**src/rtl/core/stc_pkg.sv**
```systemverilog
package stc_pkg;

  // Default sizes
  localparam int MAX_ROW_LENGTH = 1024;
  localparam int ELEV_WIDTH     = 32;

  // Fixed field widths
  localparam int ROW_W          = 16;
  localparam int ROW_LENGTH_W   = 11;
  localparam int SCALE_W        = 32;
  localparam int OUT_COL_W      = 10;
  localparam int CLASS_W        = 8;

  // Register port
  localparam int PADDR_W        = 4;
  localparam int PDATA_W        = 32;

  localparam logic [ROW_W-1:0]        ROW_COUNT_RST   = 16'd1;
  localparam logic [ROW_LENGTH_W-1:0] ROW_LENGTH_RST  = 11'd1;
  localparam logic [SCALE_W-1:0]      SCALE_RST       = 32'd65536;

  // Slope thresholds: tan(15, 30, 45, 60, 75 deg) as unsigned Q2.24
  localparam int NUM_THR        = 5;
  localparam int THR_W          = 26;
  localparam int PROD_W         = THR_W + SCALE_W;
  localparam int SLOPE_SAT_BIT  = 35;
  localparam int FRAC_SHIFT     = 24;
  localparam int CMP_W          = SLOPE_SAT_BIT + FRAC_SHIFT;
  localparam int CLS_W          = 3;

  localparam logic [THR_W-1:0] TAN_THR [NUM_THR] = '{
    26'd4495441, 26'd9686330, 26'd16777216, 26'd29058991, 26'd62613423
  };

  localparam logic [CLASS_W-1:0] CLASS_BORDER  = 8'd255;
  localparam logic [CLASS_W-1:0] CLASS_UNKNOWN = 8'd6;

  // Neighbour slots of the stencil
  localparam int NUM_NB   = 4;
  localparam int NB_UP    = 0;  // row r-2, outer axis
  localparam int NB_DOWN  = 1;  // row r,   outer axis
  localparam int NB_LEFT  = 2;  // col c-1, inner axis
  localparam int NB_RIGHT = 3;  // col c+1, inner axis

  typedef struct packed {
    logic                 a_en;
    logic                 a_border;
    logic                 a_unknown;
    logic                 b_en;
    logic                 b_done;
    logic [ROW_W-1:0]     row;
    logic [OUT_COL_W-1:0] col;
  } meta_t;

  typedef struct packed {
    logic [CLASS_W-1:0]   trav_class;
    logic [ROW_W-1:0]     row;
    logic [OUT_COL_W-1:0] col;
    logic                 done;
  } res_t;

  typedef struct packed {
    logic a_en;
    res_t a;
    logic b_en;
    res_t b;
  } pair_t;

endpackage

```
**src/rtl/core/stc_class_if.sv**
```systemverilog
interface stc_class_if;
  logic                             valid;
  logic                             ready;
  logic [stc_pkg::CLASS_W-1:0]      trav_class;
  logic [stc_pkg::ROW_W-1:0]        out_row;
  logic [stc_pkg::OUT_COL_W-1:0]    out_col;
  logic                             grid_done;

  modport source (output valid, trav_class, out_row, out_col, grid_done, input ready);
  modport sink (input valid, trav_class, out_row, out_col, grid_done, output ready);
endinterface

```
**src/rtl/core/stc_out_queue.sv**
```systemverilog
module stc_out_queue (
  input  logic               clk,
  input  logic               rst,
  input  logic               in_valid,
  input  stc_pkg::pair_t     in_pair,
  output logic               adv,
  stc_class_if.source        classes
);

  stc_pkg::pair_t p;
  logic           p_a, p_b;
  logic           out_load;
  stc_pkg::res_t  pick;

  assign out_load = !classes.valid || classes.ready;
  // pipeline moves when the pair stage empties this cycle
  assign adv  = !(p_a || p_b) || ((p_a ^ p_b) && out_load);
  assign pick = p_a ? p.a : p.b;

  always_ff @(posedge clk) begin
    if (rst) begin
      p_a           <= 1'b0;
      p_b           <= 1'b0;
      classes.valid <= 1'b0;
    end else begin
      if (adv) begin
        p_a <= in_valid && in_pair.a_en;
        p_b <= in_valid && in_pair.b_en;
      end else if (out_load) begin
        p_a <= 1'b0;
      end
      if (out_load) begin
        classes.valid <= p_a || p_b;
      end
    end
  end

  always_ff @(posedge clk) begin
    if (adv) begin
      p <= in_pair;
    end
    if (out_load && (p_a || p_b)) begin
      classes.trav_class <= pick.trav_class;
      classes.out_row    <= pick.row;
      classes.out_col    <= pick.col;
      classes.grid_done  <= pick.done;
    end
  end

endmodule

```
**src/flat_wrapper.sv**
```systemverilog
// flat-port wrapper written by rule: the top's interface ports become plain ports
module stc_out_queue_flat 
  (clk, rst, in_valid, in_pair, adv, classes_valid, classes_trav_class, classes_out_row, classes_out_col, classes_grid_done, classes_ready);
  stc_class_if classes_i ();
  input  logic clk;
  input  logic rst;
  input  logic in_valid;
  input  stc_pkg::pair_t in_pair;
  output logic adv;
  output wire logic [$bits(classes_i.valid)-1:0] classes_valid;
  output wire logic [$bits(classes_i.trav_class)-1:0] classes_trav_class;
  output wire logic [$bits(classes_i.out_row)-1:0] classes_out_row;
  output wire logic [$bits(classes_i.out_col)-1:0] classes_out_col;
  output wire logic [$bits(classes_i.grid_done)-1:0] classes_grid_done;
  input wire logic [$bits(classes_i.ready)-1:0] classes_ready;
  assign classes_valid = classes_i.valid;
  assign classes_trav_class = classes_i.trav_class;
  assign classes_out_row = classes_i.out_row;
  assign classes_out_col = classes_i.out_col;
  assign classes_grid_done = classes_i.grid_done;
  assign classes_i.ready = classes_ready;
  stc_out_queue u_core (.clk(clk), .rst(rst), .in_valid(in_valid), .in_pair(in_pair), .adv(adv), .classes(classes_i));
endmodule
```
**config.mk**
```make
export PLATFORM = sky130hd
export DESIGN_NAME = stc_out_queue_flat
export DESIGN_NICKNAME = d
export VERILOG_FILES = /design/src/rtl/core/stc_pkg.sv /design/src/rtl/core/stc_class_if.sv /design/src/rtl/core/stc_out_queue.sv /design/src/flat_wrapper.sv
export SDC_FILE = /design/constraint.sdc
export NUM_CORES = 1
export LEC_CHECK = 0
export ABC_AREA = 1
export BUFFER_PORTS_ARGS = -buffer_cell sky130_fd_sc_hd__buf_2
export CORE_ASPECT_RATIO = 1.75
export CORE_MARGIN = 2
export CORE_UTILIZATION = 46
export DETAILED_ROUTE_END_ITERATION = 8
export PLACE_DENSITY_LB_ADDON = 0.08
export SETUP_SLACK_MARGIN = 0.2
export SKIP_LAST_GASP = 1
export SLEW_MARGIN = 20
export SYNTH_ARGS = -nofsm -noshare
export SYNTH_HDL_FRONTEND = slang
export SYNTH_SLANG_ARGS = --single-unit
export TNS_END_PERCENT = 100
```
**constraint.sdc**
```tcl
create_clock -name clk -period 3.12 [get_ports clk]
set_clock_uncertainty 0.1 [all_clocks]
set_input_delay 0.312 -clock clk [delete_from_list [all_inputs] [get_ports clk]]
set_output_delay 0.312 -clock clk [all_outputs]
set_load 0.1 [all_outputs]
```
* Word level (Yosys, flattened, before mapping) *
Cells that the tools add are included.

storage, ports and cells
  output and inout bits = 37
  input port bits = 76
  register bits = 108
  logic and storage cells = 29

operators by class
  reductions and logical operators = 10
  muxes and demuxes = 3
  bitwise operators = 1

operator list
  cell                count
  two-way mux 35 bit  1
  logical AND 1 bit   4
  logical OR 1 bit    3
  zero test 1 bit     2
  two-way mux 1 bit   2
  nonzero test 2 bit  1
  XOR 1 bit           1

* Logic depth before layout (Yosys ltp) *
  word-level depth = 5
  mapped depth = 8
  gate-level depth less buffers = 6

* Worst setup path after synthesis *
Ideal clock, no wire load.

  kind = register -> register
  from = reg u_core.classes.valid
  to = reg u_core.p[0] (netlist bit), enable pin
  period minus slack after synthesis = 3904 ps
  required time = 2077 ps
  setup time = 943 ps
  arrival = 2861 ps
  stages on the path, launching flop included = 4
  setup slack = -784 ps
  path buffers = 0
  cells stage by stage = dfxtp_1 > nand2_2 > nand2_2 > nand2_1

on the way
  longest elaborated chain between the ends = 4

ends and longest elaborated chain
  element                 line                 RTL
  from (decl)             stc_class_if.sv:9    modport source (output valid, trav_class, out_row, out_col, grid_done, input ready);
  from (signal assigned)  stc_out_queue.sv:33  classes.valid <= p_a || p_b;
  zero test 1 bit         stc_out_queue.sv:15  assign out_load = !classes.valid || classes.ready;
  logical OR 1 bit        stc_out_queue.sv:15
  logical AND 1 bit       stc_out_queue.sv:17  assign adv = !(p_a || p_b) || ((p_a ^ p_b) && out_load);
  logical OR 1 bit        stc_out_queue.sv:17
  named net adv           flat_wrapper.sv:9    output logic adv;
  to (signal assigned)    stc_out_queue.sv:40  p <= in_pair;
  to (decl)               stc_out_queue.sv:10  stc_pkg::pair_t p;

The timed path passes the listed nets, and every way through them passes these cells.
A chain may end at the register's enable or synchronous reset.

* Worst setup path in the final report *
  from = reg u_core.p_a
  to = out adv

on the way
  longest elaborated chain between the ends = 3
  elaborated cells on any way between the ends = 5
  those cells by class = bitwise: 1; reduce/logical: 4

ends and longest elaborated chain
  element                                               line                 RTL
  from (decl)                                           stc_out_queue.sv:11  logic p_a, p_b;
  from (signal assigned)                                stc_out_queue.sv:27  p_a <= in_valid && in_pair.a_en;
  XOR 1 bit or logical OR 1 bit (tied branches)         stc_out_queue.sv:17
  logical AND 1 bit or zero test 1 bit (tied branches)  stc_out_queue.sv:17
  logical OR 1 bit *                                    stc_out_queue.sv:17
  to (decl)                                             flat_wrapper.sv:9

Mark *: on every way between the ends. The rest lies on a longest branch, timed or not.

==> flow_metrics.env <==
export IMPL_yosysUniqueCellTypes=14
export IMPL_timing_critical_path_cells="inv_8 -> ha_1 -> inv_1 -> nand2_4 -> buf_12"
export IMPL_detailed_place_hpwl_um=4290
export IMPL_place_gp_congestion=0.807
export IMPL_ys_warn_count=0
export IMPL_tritoncts_clock_tree="yes"
export IMPL_postLayoutCoreUtil=0.578
export IMPL_route_vias_total=2146
export IMPL_setup_worst_path_class="flop to primary output"
export IMPL_fin_crit_sh=0.764
export IMPL_crit_path_max_fanout=40
export IMPL_grt_max_degree=41
export IMPL_dp_cells=443
export IMPL_critPathLaunchType="flop"
export IMPL_post_route_drc_count=0
export IMPL_ant_nets=0
export IMPL_initial_utilization=0.469
export IMPL_clock_sinks=108
export IMPL_multi_input_comb_area_um2=523
export IMPL_cap_violations=0
export IMPL_synth_nets=319
export IMPL_detail_route_first_pass_iterations=4
export IMPL_clockBufferDepth=2
export IMPL_grt_setup_unrepaired="no"
export IMPL_finalHoldViolCount=0
export IMPL_finish_net_count=439
export IMPL_synth_top_cell_area_share=0.820
export IMPL_grt_use_met1=0.172
export IMPL_synthXorXnorAreaFrac=0
export IMPL_worstSetupEndpointType="primary output"
export IMPL_drt_iter0_drc=132
export IMPL_layoutNonFillerInstCount=457
export IMPL_timing_fmax_mhz=420
export IMPL_asyncSetResetFlopFracSynth=0
export IMPL_synth_compound_gate_area_share=0.00456
export IMPL_cts_repair_resize_count=0
export IMPL_ys_seq_area_frac=0.836
export IMPL_relative_slew_margins=0.658
export IMPL_routed_wire_length_per_instance_um=14.1
export IMPL_grt_total_usage=0.150
export IMPL_fp_coreArea_um2=8200
export IMPL_worst_hold_path_type="primary input to flop"
export IMPL_report_final_setup_viol=0
export IMPL_cts_max_level=3
export IMPL_post_cts_setup_buffers=0
export IMPL_cpPeakStageDelay_ns=0.41
export IMPL_synth_most_common_cell="edfxtp_1"
export IMPL_synth_edf_count=105
export IMPL_syn_instance_count=242
export IMPL_ys_top_cells_by_count="edfxtp_1, nand2_1, nand2_2"
export IMPL_grt_pass1_wl_um=9890
export IMPL_fp_dieW_um=73.1
export IMPL_insertion_delay_ns=0.33
export IMPL_slowest_stage="nand2_4"
export IMPL_cts_root_buf="clkbuf_16"
export IMPL_synth_mux_area_frac=0
export IMPL_gr_usage_met3=0.0485
export IMPL_post_synth_fa_ha_maj_area_fraction=0.00326
export IMPL_viasPerCell=4.70
export IMPL_initial_antenna_violation_count=0
export IMPL_synth_ff_latch_count=108
export IMPL_numCtsBuffers=9
export IMPL_antenna_diode_count=0
export IMPL_arrival_time_at_the_worst_endpoint_ns=1.97
export IMPL_area_growth_synth_to_final_pct=23.3
export IMPL_netlist_top_cells_area="edfxtp_1, nand2_1, nand2_2"
export IMPL_row_count=44
export IMPL_max_vdd_ir_drop_mv=0.540
export IMPL_yosys_area_share_simple=0.124
export IMPL_synth_top_cell_by_area="edfxtp_1"
export IMPL_fill_cells=662
export IMPL_post_route_worst_setup_slack_ns=0.737
export IMPL_cts_hold_buf=0
export IMPL_vias_in_the_first_global_route=2057
export IMPL_path_clk_slew_ns=0.06
export IMPL_power_per_cell_area_nw_per_um2=742
export IMPL_cp_data_required_time_ns=2.71
export IMPL_floorplan_die_area_um2=9130
export IMPL_outcome="finished clean"
export IMPL_final_layout_size_suffix_gt1_frac=0.405
export IMPL_ioPinCount=113
export IMPL_max_slew_worst_pin_slew_ns=0.512
export IMPL_syn_avg_cell_area_um2=15.9
export IMPL_grt_ovfl_total=0
export IMPL_timing_final_crit_period_ns=2.38
export IMPL_dpl_worst_slack_ns=0.916
export IMPL_routed_wirelength_um=6470
export IMPL_setup_total_negative_slack_ns=0
export IMPL_final_seq_area_um2=3210
export IMPL_use_met2=0.247
export IMPL_final_hold_worst_slack_ns=0.0497
export IMPL_chipHeight_um=125
export IMPL_buffer_ports_inserted=112
export IMPL_leakage_nw=2.04
export IMPL_synthesis_area_um2=3840
export IMPL_synth_top_family_by_area="simple AND/OR/NAND/NOR gates"
export IMPL_top_usage_layer="met2"
export IMPL_synth_top_flop_cell="edfxtp_1"
export IMPL_final_slew_violations=0
-- final timing paths --
path                                               from                                     end  slack (ns)  cells after the start
worst min register to register   u_core.p[34]$_DFFE_PP_  u_core.classes.trav_class[7]$_DFFE_PP_        0.41                      2
worst max-delay path            u_core.p_a$_SDFFE_PP0P_                                     adv        0.74                      5
worst max register to register  u_core.p_a$_SDFFE_PP0P_                  u_core.p[59]$_DFFE_PP_        0.96                      5
worst min-delay path                         in_pair[5]                   u_core.p[5]$_DFFE_PP_        0.05                      1
-- kinds of logic after synthesis --
kind of cell             count (synthesis)
AND/OR/NAND/NOR                        116
buffers and inverters                   14
flip-flops                             108
adder cells (fa/ha/maj)                  1
AO/OA/AOI/OAI                            3
-- where the power goes --
part | leakage (nW) | internal, W | switching, W
sequential | 1.07 | 0.00182 | 0.0000466
combinational | 0.845 | 0.000122 | 0.000562
clock | 0.125 | 0.000525 | 0.000444
-- state kept, by name (all words and copies together), names as in the netlist --
name	count
u_core.classes.trav_class	8
u_core.p_a	1
u_core.p	70
u_core.p_b	1
u_core.classes.valid	1
u_core.classes.out_row	16
u_core.classes.out_col	10
u_core.classes.grid_done	1
-- metrics by stage --
stage                     area (um^2)  power [W]
after floorplan                  3850    0.00244
after global placement           4490    0.00258
after detailed placement         4490    0.00259
after CTS                        4740    0.00355
after global routing             4740    0.00366
final                            4740    0.00352
-- cells in the final DEF, fill, tap and decap left out --
| master | synthesis | layout |
|---|---|---|
| inv_8 | 1 | 1 |
| clkinv_1 | 0 | 1 |
| inv_1 | 6 | 6 |
| nand2_4 | 0 | 1 |
| nand3_1 | 2 | 2 |
| edfxtp_1 | 105 | 105 |
| clkinv_2 | 0 | 3 |
| buf_2 | 0 | 111 |
| nor2_4 | 0 | 1 |
| buf_4 | 2 | 4 |
| ha_1 | 1 | 1 |
| nand2_1 | 96 | 95 |
| a21boi_0 | 1 | 1 |
| clkbuf_16 | 0 | 9 |
| dfxtp_2 | 0 | 1 |
| nor2_1 | 2 | 1 |
| a21oi_1 | 2 | 2 |
| buf_12 | 2 | 1 |
| clkbuf_1 | 0 | 1 |
| dfxtp_1 | 3 | 2 |
| nand2_2 | 16 | 16 |
-- cell type report --
class                      count  share of cell area
sequential                   108               0.678
timing repair buffer         116               0.128
multi-input combinational    120               0.110
clock buffer                  10              0.0483
tap                           92              0.0243
inverter                       7             0.00713
clock inverter                 4             0.00396
-- metal layers --
metal / vias up / share of wire
li1: 1070 / -
met1: 986 / 0.39
met2: 78 / 0.52
met3: 12 / 0.059
met4: 0 / 0.025
met5: - / 0
-- worst max-delay path: cells and delay by family (launching register included) --
| kind | cells | cell delay (ns) |
|---|---|---|
| and+or+nand+nor | 1 | 0.41 |
| adders and majority gates | 1 | 0.29 |
| DFF | 1 | 0.35 |
| buffers and inverters | 3 | 0.56 |
Note: power is estimated with default switching activity, not from simulation.
